**config.mk**
```make
export PLATFORM = sky130hd
export DESIGN_NAME = number_literal_lexer
export DESIGN_NICKNAME = d
export VERILOG_FILES = /design/src/sv/nll_pkg.sv /design/src/sv/nll_step.sv /design/src/sv/number_literal_lexer.sv
export VERILOG_INCLUDE_DIRS = /design/src /design/src/sv
export SDC_FILE = /design/constraint.sdc
export NUM_CORES = 1
export LEC_CHECK = 0
export ABC_CLOCK_PERIOD_IN_PS = 6600
export BUFFER_PORTS_ARGS = -buffer_cell sky130_fd_sc_hd__buf_4
export CORE_MARGIN = 4
export CORE_UTILIZATION = 59
export DETAILED_ROUTE_END_ITERATION = 8
export GPL_TIMING_DRIVEN = 0
export MAX_ROUTING_LAYER = met4
export PLACE_DENSITY = 0.8
export SLEW_MARGIN = 20
export SYNTH_ARGS = -nofsm -noshare
export SYNTH_HDL_FRONTEND = slang
export SYNTH_SLANG_ARGS = --single-unit
```
**constraint.sdc**
```tcl
create_clock -name clk -period 6.6 [get_ports clk]
set_input_delay 0.33 -clock clk [delete_from_list [all_inputs] [get_ports clk]]
set_output_delay 0.33 -clock clk [all_outputs]
set_load 0.02 [all_outputs]
```
**src/sv/number_literal_lexer_assert.svh**
```systemverilog
// ---------------------------------------------------------------------------
// number_literal_lexer assertion macros
// clocked on clk, disabled while rst_n is low
// ---------------------------------------------------------------------------
`ifndef NUMBER_LITERAL_LEXER_ASSERT_SVH
`define NUMBER_LITERAL_LEXER_ASSERT_SVH

// antecedent implies consequent in the same cycle
`define NLL_ASSERT_SAME(lbl, ante, cons) \
    lbl: assert property (@(posedge clk) disable iff (!rst_n) (ante) |-> (cons)) \
        else $error("number_literal_lexer assertion failed");

// antecedent implies consequent in the next cycle
`define NLL_ASSERT_NEXT(lbl, ante, cons) \
    lbl: assert property (@(posedge clk) disable iff (!rst_n) (ante) |=> (cons)) \
        else $error("number_literal_lexer assertion failed");

`endif

```
**src/sv/nll_pkg.sv**
```systemverilog
// ---------------------------------------------------------------------------
// nll_pkg
// types, character codes and scanner state shared by the literal lexer
// ---------------------------------------------------------------------------
package nll_pkg;

    localparam int MAX_COUNT = 255;
    localparam int COUNT_W   = $clog2(MAX_COUNT + 1);
    localparam logic [COUNT_W-1:0] MAX_CNT = COUNT_W'(MAX_COUNT);

    // scan phases
    localparam logic [2:0] PH_START = 3'd0;
    localparam logic [2:0] PH_ZERO  = 3'd1;
    localparam logic [2:0] PH_INT   = 3'd2;
    localparam logic [2:0] PH_FRAC  = 3'd3;
    localparam logic [2:0] PH_ESIGN = 3'd4;
    localparam logic [2:0] PH_EDIG  = 3'd5;
    localparam logic [2:0] PH_BASED = 3'd6;

    // bases
    localparam logic [1:0] BASE_DEC = 2'd0;
    localparam logic [1:0] BASE_HEX = 2'd1;
    localparam logic [1:0] BASE_BIN = 2'd2;
    localparam logic [1:0] BASE_OCT = 2'd3;

    // error codes
    localparam logic [1:0] ERR_NONE   = 2'd0;
    localparam logic [1:0] ERR_PREFIX = 2'd1;
    localparam logic [1:0] ERR_EMPTY  = 2'd2;
    localparam logic [1:0] ERR_DIGIT  = 2'd3;

    // exponent sign codes
    localparam logic [1:0] SIGN_NONE  = 2'd0;
    localparam logic [1:0] SIGN_PLUS  = 2'd1;
    localparam logic [1:0] SIGN_MINUS = 2'd2;

    // flag bit positions
    localparam int FL_POINT = 0;
    localparam int FL_EXP   = 1;
    localparam int FL_PLUS  = 2;
    localparam int FL_MINUS = 3;

    // characters
    localparam logic [7:0] CH_CASE  = 8'h20;
    localparam logic [7:0] CH_0     = 8'h30;
    localparam logic [7:0] CH_1     = 8'h31;
    localparam logic [7:0] CH_7     = 8'h37;
    localparam logic [7:0] CH_9     = 8'h39;
    localparam logic [7:0] CH_DOT   = 8'h2e;
    localparam logic [7:0] CH_PLUS  = 8'h2b;
    localparam logic [7:0] CH_MINUS = 8'h2d;
    localparam logic [7:0] CH_LC_A  = 8'h61;
    localparam logic [7:0] CH_LC_B  = 8'h62;
    localparam logic [7:0] CH_LC_E  = 8'h65;
    localparam logic [7:0] CH_LC_F  = 8'h66;
    localparam logic [7:0] CH_LC_X  = 8'h78;

    typedef struct packed {
        logic [2:0]         phase;
        logic [1:0]         base;
        logic [COUNT_W-1:0] int_cnt;
        logic [COUNT_W-1:0] frac_cnt;
        logic [COUNT_W-1:0] exp_cnt;
        logic [COUNT_W-1:0] total_cnt;
        logic [3:0]         flags;
        logic [1:0]         err_code;
        logic [7:0]         err_off;
        logic               lead_nz;
    } state_t;

    // packed from the lowest bit up: base first, error_offset last
    typedef struct packed {
        logic [7:0] error_offset;
        logic [1:0] error_code;
        logic [7:0] literal_length;
        logic [7:0] exp_digits;
        logic [1:0] exp_sign;
        logic       has_exponent;
        logic [7:0] frac_digits;
        logic       has_point;
        logic [7:0] int_digits;
        logic [1:0] base;
    } result_t;

    typedef struct packed {
        state_t  nxt;
        logic    emit;
        result_t res;
    } step_t;

    localparam state_t STATE_INIT = '{
        phase:     PH_START,
        base:      BASE_DEC,
        int_cnt:   '0,
        frac_cnt:  '0,
        exp_cnt:   '0,
        total_cnt: '0,
        flags:     4'd0,
        err_code:  ERR_NONE,
        err_off:   8'd0,
        lead_nz:   1'b0
    };

    function automatic logic [COUNT_W-1:0] sat_inc(logic [COUNT_W-1:0] v);
        return (v >= MAX_CNT) ? MAX_CNT : v + COUNT_W'(1);
    endfunction

    function automatic logic [7:0] clamp8(logic [COUNT_W-1:0] v);
        return (32'(v) > 32'd255) ? 8'hff : 8'(v);
    endfunction

endpackage

```
**src/sv/nll_step.sv**
```systemverilog
// ---------------------------------------------------------------------------
// nll_step
// one character step of the literal scanner: next state and optional result
// ---------------------------------------------------------------------------
module nll_step (
    input  nll_pkg::state_t st,
    input  logic [7:0]      ch,
    output nll_pkg::step_t  step
);

    function automatic nll_pkg::result_t make_result(nll_pkg::state_t s, logic [1:0] code,
                                                     logic [7:0] off);
        nll_pkg::result_t r;
        r.base           = s.base;
        r.int_digits     = nll_pkg::clamp8(s.int_cnt);
        r.has_point      = s.flags[nll_pkg::FL_POINT];
        r.frac_digits    = nll_pkg::clamp8(s.frac_cnt);
        r.has_exponent   = s.flags[nll_pkg::FL_EXP];
        r.exp_sign       = s.flags[nll_pkg::FL_MINUS] ? nll_pkg::SIGN_MINUS :
                           (s.flags[nll_pkg::FL_PLUS] ? nll_pkg::SIGN_PLUS : nll_pkg::SIGN_NONE);
        r.exp_digits     = nll_pkg::clamp8(s.exp_cnt);
        r.literal_length = nll_pkg::clamp8(s.total_cnt);
        r.error_code     = code;
        r.error_offset   = (code == nll_pkg::ERR_NONE) ? 8'd0 : off;
        return r;
    endfunction

    function automatic nll_pkg::step_t do_emit(nll_pkg::state_t s, logic [1:0] code,
                                               logic [7:0] off);
        nll_pkg::step_t r;
        r.nxt  = nll_pkg::STATE_INIT;
        r.emit = 1'b1;
        r.res  = make_result(s, code, off);
        return r;
    endfunction

    function automatic logic is_dec(logic [7:0] c);
        return (c >= nll_pkg::CH_0) && (c <= nll_pkg::CH_9);
    endfunction

    function automatic nll_pkg::step_t hold(nll_pkg::state_t s);
        nll_pkg::step_t r;
        r.nxt  = s;
        r.emit = 1'b0;
        r.res  = '0;
        return r;
    endfunction

    // first non-digit after the integer part
    function automatic nll_pkg::step_t after_int(nll_pkg::state_t s, logic [7:0] c);
        nll_pkg::step_t r;
        logic [7:0]     low;
        r   = hold(s);
        low = c | nll_pkg::CH_CASE;
        if (low == nll_pkg::CH_LC_E)
        begin
            r.nxt.flags[nll_pkg::FL_EXP] = 1'b1;
            r.nxt.phase = nll_pkg::PH_ESIGN;
        end
        else if (low == nll_pkg::CH_LC_X)
        begin
            r.nxt.base  = nll_pkg::BASE_HEX;
            r.nxt.phase = nll_pkg::PH_BASED;
        end
        else if (low == nll_pkg::CH_LC_B)
        begin
            r.nxt.base  = nll_pkg::BASE_BIN;
            r.nxt.phase = nll_pkg::PH_BASED;
        end
        else if (c == nll_pkg::CH_DOT)
        begin
            r.nxt.flags[nll_pkg::FL_POINT] = 1'b1;
            r.nxt.phase = nll_pkg::PH_FRAC;
        end
        else
        begin
            return do_emit(s, nll_pkg::ERR_NONE, 8'd0);
        end
        r.nxt.total_cnt = nll_pkg::sat_inc(s.total_cnt);
        return r;
    endfunction

    // digits after a base prefix or a leading zero
    function automatic nll_pkg::step_t based_char(nll_pkg::state_t s, logic [7:0] c);
        nll_pkg::step_t r;
        logic [7:0]     low;
        logic           bad;
        r   = hold(s);
        low = c | nll_pkg::CH_CASE;
        bad = 1'b0;
        if (is_dec(c) || ((low >= nll_pkg::CH_LC_A) && (low <= nll_pkg::CH_LC_F)))
        begin
            if (s.err_code == nll_pkg::ERR_NONE)
            begin
                if (s.base == nll_pkg::BASE_BIN)
                    bad = (c != nll_pkg::CH_0) && (c != nll_pkg::CH_1);
                else if (s.base == nll_pkg::BASE_OCT)
                    bad = !((c >= nll_pkg::CH_0) && (c <= nll_pkg::CH_7));
                if (bad)
                begin
                    r.nxt.err_code = nll_pkg::ERR_DIGIT;
                    r.nxt.err_off  = nll_pkg::clamp8(s.total_cnt);
                end
            end
            r.nxt.frac_cnt  = nll_pkg::sat_inc(s.frac_cnt);
            r.nxt.total_cnt = nll_pkg::sat_inc(s.total_cnt);
            return r;
        end
        if ((s.int_cnt != nll_pkg::COUNT_W'(1)) || ((s.frac_cnt != '0) && s.lead_nz))
            return do_emit(s, nll_pkg::ERR_PREFIX, nll_pkg::clamp8(s.int_cnt));
        if (s.frac_cnt == '0)
            return do_emit(s, nll_pkg::ERR_EMPTY, nll_pkg::clamp8(s.int_cnt));
        if (s.err_code != nll_pkg::ERR_NONE)
            return do_emit(s, s.err_code, s.err_off);
        return do_emit(s, nll_pkg::ERR_NONE, 8'd0);
    endfunction

    nll_pkg::state_t s_oct;

    always_comb
    begin
        s_oct       = st;
        s_oct.base  = nll_pkg::BASE_OCT;
        s_oct.phase = nll_pkg::PH_BASED;
        step        = hold(st);
        unique case (st.phase) inside
            nll_pkg::PH_ZERO:
            begin
                if (is_dec(ch))
                    step = based_char(s_oct, ch);
                else
                    step = after_int(st, ch);
            end
            nll_pkg::PH_INT:
            begin
                if (is_dec(ch))
                begin
                    step.nxt.int_cnt   = nll_pkg::sat_inc(st.int_cnt);
                    step.nxt.total_cnt = nll_pkg::sat_inc(st.total_cnt);
                end
                else
                    step = after_int(st, ch);
            end
            nll_pkg::PH_FRAC:
            begin
                if (is_dec(ch))
                begin
                    step.nxt.frac_cnt  = nll_pkg::sat_inc(st.frac_cnt);
                    step.nxt.total_cnt = nll_pkg::sat_inc(st.total_cnt);
                end
                else if ((ch | nll_pkg::CH_CASE) == nll_pkg::CH_LC_E)
                begin
                    step.nxt.flags[nll_pkg::FL_EXP] = 1'b1;
                    step.nxt.phase     = nll_pkg::PH_ESIGN;
                    step.nxt.total_cnt = nll_pkg::sat_inc(st.total_cnt);
                end
                else
                    step = do_emit(st, nll_pkg::ERR_NONE, 8'd0);
            end
            nll_pkg::PH_ESIGN, nll_pkg::PH_EDIG:
            begin
                if ((st.phase == nll_pkg::PH_ESIGN) &&
                    ((ch == nll_pkg::CH_PLUS) || (ch == nll_pkg::CH_MINUS)))
                begin
                    if (ch == nll_pkg::CH_PLUS)
                        step.nxt.flags[nll_pkg::FL_PLUS] = 1'b1;
                    else
                        step.nxt.flags[nll_pkg::FL_MINUS] = 1'b1;
                    step.nxt.phase     = nll_pkg::PH_EDIG;
                    step.nxt.total_cnt = nll_pkg::sat_inc(st.total_cnt);
                end
                else if (is_dec(ch))
                begin
                    step.nxt.phase     = nll_pkg::PH_EDIG;
                    step.nxt.exp_cnt   = nll_pkg::sat_inc(st.exp_cnt);
                    step.nxt.total_cnt = nll_pkg::sat_inc(st.total_cnt);
                end
                else
                    step = do_emit(st, nll_pkg::ERR_NONE, 8'd0);
            end
            nll_pkg::PH_BASED:
            begin
                step = based_char(st, ch);
            end
            default:
            begin
                // start of literal, also any unused phase code
                step.nxt = nll_pkg::STATE_INIT;
                if (is_dec(ch))
                begin
                    step.nxt.int_cnt   = nll_pkg::COUNT_W'(1);
                    step.nxt.total_cnt = nll_pkg::COUNT_W'(1);
                    step.nxt.lead_nz   = (ch != nll_pkg::CH_0);
                    step.nxt.phase     = (ch == nll_pkg::CH_0) ? nll_pkg::PH_ZERO
                                                               : nll_pkg::PH_INT;
                end
                else if (ch == nll_pkg::CH_DOT)
                begin
                    step.nxt.flags[nll_pkg::FL_POINT] = 1'b1;
                    step.nxt.total_cnt = nll_pkg::COUNT_W'(1);
                    step.nxt.phase     = nll_pkg::PH_FRAC;
                end
                else
                    step = do_emit(nll_pkg::STATE_INIT, nll_pkg::ERR_PREFIX, 8'd0);
            end
        endcase
    end

endmodule

```
**src/sv/number_literal_lexer.sv**
```systemverilog
// ---------------------------------------------------------------------------
// number_literal_lexer
// scans one character per transfer and reports each numeric literal
//
// channel   dir   payload
// s_*       in    tdata[7:0] ch
// m_*       out   tdata[47:0] one result per finished literal
//
// one character per cycle, sustained while results are taken; the scanner state
// update is one pass through nll_step between the input register and the
// result register; the character that ends a literal is taken into the input
// register, then its result into the result register; it is not part of the literal
// reset clears the scanner to the start of a literal, no clearing pass
// a stalled result holds the input register; s_tready drops only while both
// the input register and the result register are full and m_tready is low
// ---------------------------------------------------------------------------
module number_literal_lexer (
    input  logic        clk,
    input  logic        rst_n,
    input  logic        s_tvalid,
    output logic        s_tready,
    input  logic [7:0]  s_tdata,   // ch
    output logic        m_tvalid,
    input  logic        m_tready,
    // base[1:0], int_digits[9:2], has_point[10], frac_digits[18:11],
    // has_exponent[19], exp_sign[21:20], exp_digits[29:22],
    // literal_length[37:30], error_code[39:38], error_offset[47:40]
    output logic [47:0] m_tdata
);

    logic             in_valid_reg;
    logic [7:0]       in_ch_reg;
    nll_pkg::state_t  st_reg;
    logic             out_valid_reg;
    nll_pkg::result_t res_reg;
    nll_pkg::step_t   step;
    logic             advance;

    nll_step u_step (
        .st   (st_reg),
        .ch   (in_ch_reg),
        .step (step)
    );

    assign advance  = !out_valid_reg || m_tready;
    assign s_tready = !in_valid_reg || advance;
    assign m_tvalid = out_valid_reg;
    assign m_tdata  = res_reg;

    always_ff @(posedge clk or negedge rst_n)
    begin
        if (!rst_n)
        begin
            in_valid_reg  <= 1'b0;
            out_valid_reg <= 1'b0;
            st_reg        <= nll_pkg::STATE_INIT;
        end
        else
        begin
            if (s_tready)
                in_valid_reg <= s_tvalid;
            if (advance)
            begin
                out_valid_reg <= in_valid_reg && step.emit;
                if (in_valid_reg)
                    st_reg <= step.nxt;
            end
        end
    end

    always_ff @(posedge clk)
    begin
        if (s_tready && s_tvalid)
            in_ch_reg <= s_tdata;
        if (advance && in_valid_reg && step.emit)
            res_reg <= step.res;
    end

`include "number_literal_lexer_assert.svh"

    `NLL_ASSERT_NEXT(a_in_load, s_tvalid && s_tready, in_valid_reg)
    `NLL_ASSERT_NEXT(a_in_hold, in_valid_reg && !advance, in_valid_reg && $stable(in_ch_reg))
    `NLL_ASSERT_NEXT(a_emit_shows, advance && in_valid_reg && step.emit, m_tvalid)
    `NLL_ASSERT_SAME(a_start_clean, st_reg.phase == nll_pkg::PH_START,
                     st_reg.total_cnt == '0 && st_reg.int_cnt == '0)
    `NLL_ASSERT_SAME(a_ok_offset, m_tvalid && res_reg.error_code == nll_pkg::ERR_NONE,
                     res_reg.error_offset == 8'd0)

endmodule

```
==> impl_metrics.env <==
export IMPL_outcome="finished with violations"
export IMPL_violations="hold timing"
export IMPL_tightest_slew_ns=0.703
export IMPL_core_area_um2=9150
export IMPL_routed_wl_um=12900
export IMPL_die_w_um=105
export IMPL_grt_max_degree=54
export IMPL_fin_skew_ns=0.0144
export IMPL_drtIter0Drc=312
export IMPL_worst_path_most_repeated_cell="buf_16"
export IMPL_synth_edf_count=56
export IMPL_vias_per_cell=6.13
export IMPL_die_h_um=105
export IMPL_design_power_total_uw=1750
export IMPL_rows=35
export IMPL_finalHoldWorstSlack_ns=-0.00940
export IMPL_ctsHtreeMaxLevel=3
export IMPL_arrival_ns=3.71
export IMPL_final_layout_size_suffix_gt1_share_pct=18.2
export IMPL_ys_warn_count=0
export IMPL_syn_area_um2=5520
export IMPL_start_util_pct=60.3
export IMPL_power_leakage_uw=0.00261
export IMPL_regToRegEndpoint="m_tdata[1]"
export IMPL_worstSetupEndpoint="m_tdata[1]"
export IMPL_fillers=694
export IMPL_synth_cell_types=66
export IMPL_cts_made_buffers=9
export IMPL_power_density_nw_per_um2=275
export IMPL_max_slew_margin_pct=53.2
export IMPL_comb_power_share_pct=28.8
export IMPL_crit_path_end_kind="flip-flop"
export IMPL_p_sw_share_pct=34.7
export IMPL_clock_sinks=109
export IMPL_die_area_um2=11000
export IMPL_clkPwrFrac_pct=22.1
export IMPL_ys_top_cells_by_area="edfxtp_1 30%, dfrtp_1 24%, a21oi_1 4.0%"
export IMPL_fmaxAchievable_ghz=0.279
export IMPL_fin_crit_ns=3.58
export IMPL_hpwl_um=9420
export IMPL_peakVddDrop_uv=156
export IMPL_synth_top_area_share_pct=30.5
export IMPL_num_io_pins=62
export IMPL_worstSetupStartpointType="flip-flop"
export IMPL_gp_congestion=0.929
export IMPL_slew_viol_final=0
export IMPL_port_buffers=61
export IMPL_cpMaxStageDelayCell="nor4b_2"
export IMPL_ctsHoldBuffers=0
export IMPL_track_usage_pct=24.8
export IMPL_synth_area_leader_cell="edfxtp_1"
export IMPL_largest_reg_flops=51
export IMPL_async_reset_ff_share_pct=48.6
export IMPL_grt_pass1_wl_um=21100
export IMPL_synth_seq_area_share_pct=54.5
export IMPL_r2r_start="in_ch_reg[4]"
export IMPL_reg2reg_slack_ns=3.02
export IMPL_drc=0
export IMPL_cts_tree="done"
export IMPL_syn2layout_area_growth_pct=15.3
export IMPL_drv_cap=0
export IMPL_rsz0062_at_grt="no"
export IMPL_wl_per_cell_um=17.8
export IMPL_fin_crit_sh_pct=54.3
export IMPL_cts_repair_resized=0
export IMPL_crit_start="in_ch_reg[4]"
export IMPL_vias=4446
export IMPL_hold_path_class="primary input to asynchronous set/reset pin"
export IMPL_cp_data_required_time_ns=6.73
export IMPL_nets=627
export IMPL_power_switching_uw=607
export IMPL_reg2reg_depth=11
export IMPL_clk_pin_slew_worst_paths_ns=0.11
export IMPL_grt_ovfl_total=0
export IMPL_setup_tns_ns=0
export IMPL_root_buffer="clkbuf_8"
export IMPL_diodes=0
export IMPL_cp_max_fo=21
export IMPL_hold_viol=4
export IMPL_setup_viol=0
export IMPL_cts_max_path_buffers=2
export IMPL_clkLatencyLatePin_ns=0.37
export IMPL_seq_area_um2=3010
export IMPL_grt_pass1_vias=4244
export IMPL_ant_nets=0
export IMPL_internal_power_uw=1140
export IMPL_ys_ff_latch=109
export IMPL_synthCells=535
export IMPL_postSynthAreaPerCell_um2=10.3
export IMPL_path_class="flip-flop to flip-flop"
export IMPL_postCtsSetupBuffers=0
export IMPL_power_frac_seq_pct=49.1
export IMPL_grt_antenna_before_repair=0
export IMPL_ys_flop_type="edfxtp_1"
export IMPL_drt_pass1_iter_count=5
export IMPL_synth_fp_nets=553
export IMPL_multi_input_area_um2=2290
export IMPL_worst_path_largest_cell_delay_ns=0.60
export IMPL_crit_chain="buf_4 > nor4b_2 > nand2_1 > a21oi_1 > a211o_1 > buf_2 > and2_1 > clkbuf_1 > a21oi_4 > buf_16 > buf_16"
worst max-delay path: cells and delay by family (launching register included):
| kind | cells | cell delay (ns) |
|---|---|---|
| buf+inv | 5 | 1.31 |
| simple gates | 3 | 1.03 |
| compound gates | 3 | 0.58 |
| flops | 1 | 0.38 |
power groups by stage:
| stage | Sequential [uW] | Combinational, uW | Clock [uW] |
|---|---|---|---|
| 2_1_floorplan | 948 | 216 | 0 |
| 3_3_place_gp | 879 | 463 | 0 |
| 3_5_place_dp | 874 | 501 | 0 |
| 4_1_cts | 860 | 503 | 391 |
| 5_1_grt | 870 | 542 | 421 |
| 6_report | 858 | 503 | 387 |
how the worst min path moves through the flow:
stage | startpoint | endpoint | slack, ns | cells after the start
after floorplan | rst_n | in_valid_reg | 0.03 | 0
after global placement | rst_n | st_reg[35] | 0.42 | 1
after detailed placement | rst_n | st_reg[35] | 0.42 | 1
after CTS | rst_n | st_reg[35] | 0.01 | 1
after global routing | rst_n | st_reg[35] | 0.03 | 1
final | rst_n | st_reg[37] | -0.009 | 1
cells in the mapped netlist, types with 3 or more instances:
cell and count:
nor3b_1 6, dfrtp_1 53, edfxtp_1 56, nand3_1 22
nand4_1 14, mux2i_1 10, buf_6 4, a31oi_1 12
a21oi_1 44, and4_1 3, inv_1 26, a211oi_1 3
nor3_1 8, buf_2 3, or2_2 3, a41oi_1 4
o21ai_0 20, ha_1 6, and3_1 9, o22a_1 6
buf_4 3, nor2_1 49, and2_1 34, a21o_1 5
a22oi_1 3, o211ai_1 4, nor2b_1 3, nor4b_1 4
nand2b_1 7, nand2_1 56, clkbuf_1 13
cells by family (layout without fill, tap and decap cells):
kind of cell / Yosys count / in the layout / synth area share, %
AOI/OAI and AO/OA: 127 / 127 / 15.6
xor gates and xnor gates: 1 / 1 / 0.159
adders and majority gates: 6 / 6 / 1.36
buffers and inverters: 50 / 129 / 4.22
DFF: 109 / 109 / 54.5
muxes: 12 / 12 / 2.22
and+or+nand+nor: 230 / 230 / 22.0
cell usage in the layout (no fill, tap or decap), types with 4 or more instances in the layout:
| cell | instances |
|---|---|
| edfxtp_1 | 56 |
| o21ai_0 | 20 |
| nand4_1 | 14 |
| nor4b_1 | 4 |
| mux2i_1 | 10 |
| buf_6 | 4 |
| ha_1 | 6 |
| a31oi_1 | 12 |
| nor2_1 | 49 |
| and3_1 | 9 |
| o211ai_1 | 4 |
| dfrtp_1 | 53 |
| nand2b_1 | 7 |
| buf_4 | 64 |
| nand3_1 | 22 |
| and2_1 | 34 |
| nor3_1 | 8 |
| a41oi_1 | 4 |
| clkbuf_8 | 9 |
| a21o_1 | 5 |
| a21oi_1 | 43 |
| nand2_1 | 56 |
| clkbuf_1 | 14 |
| inv_1 | 26 |
| o22a_1 | 6 |
| nor3b_1 | 6 |
cell type report:
type | instances | area share [%]
Sequential cell | 109 | 47.2
Buffer | 24 | 2.12
Tap cell | 111 | 2.18
Timing Repair Buffer | 63 | 8.06
Inverter | 26 | 1.53
Clock inverter | 6 | 0.884
Multi-Input combinational cell | 376 | 36.0
Clock buffer | 10 | 2.00
through the flow:
step / hold WS [ns] / utilization, % / instance area, um^2 / std cells / setup slack [ns]
CTS: 0.0149 / 69.6 / 6370 / 725 / 3.03
finish: -0.00940 / 69.6 / 6370 / 725 / 3.02
detailed placement: 0.422 / 67.5 / 6180 / 709 / 3.07
global route: 0.0255 / 69.6 / 6370 / 725 / 2.80
global placement: 0.419 / 66.8 / 6120 / 707 / 0.626
floorplan: 0.0344 / - / 5520 / 535 / 1.82
layer usage:
metal  vias up  share of wire, %  wire (um)  GRT usage [%]
li1       2102                 -          -              -
met1      2114                41       5330           31.3
met2       193                50       6440           40.4
met3        37               6.3        815           4.82
met4         0               2.5        328           8.81
met5         -                 0          0              -
Note: power is estimated with default switching activity, not from simulation.
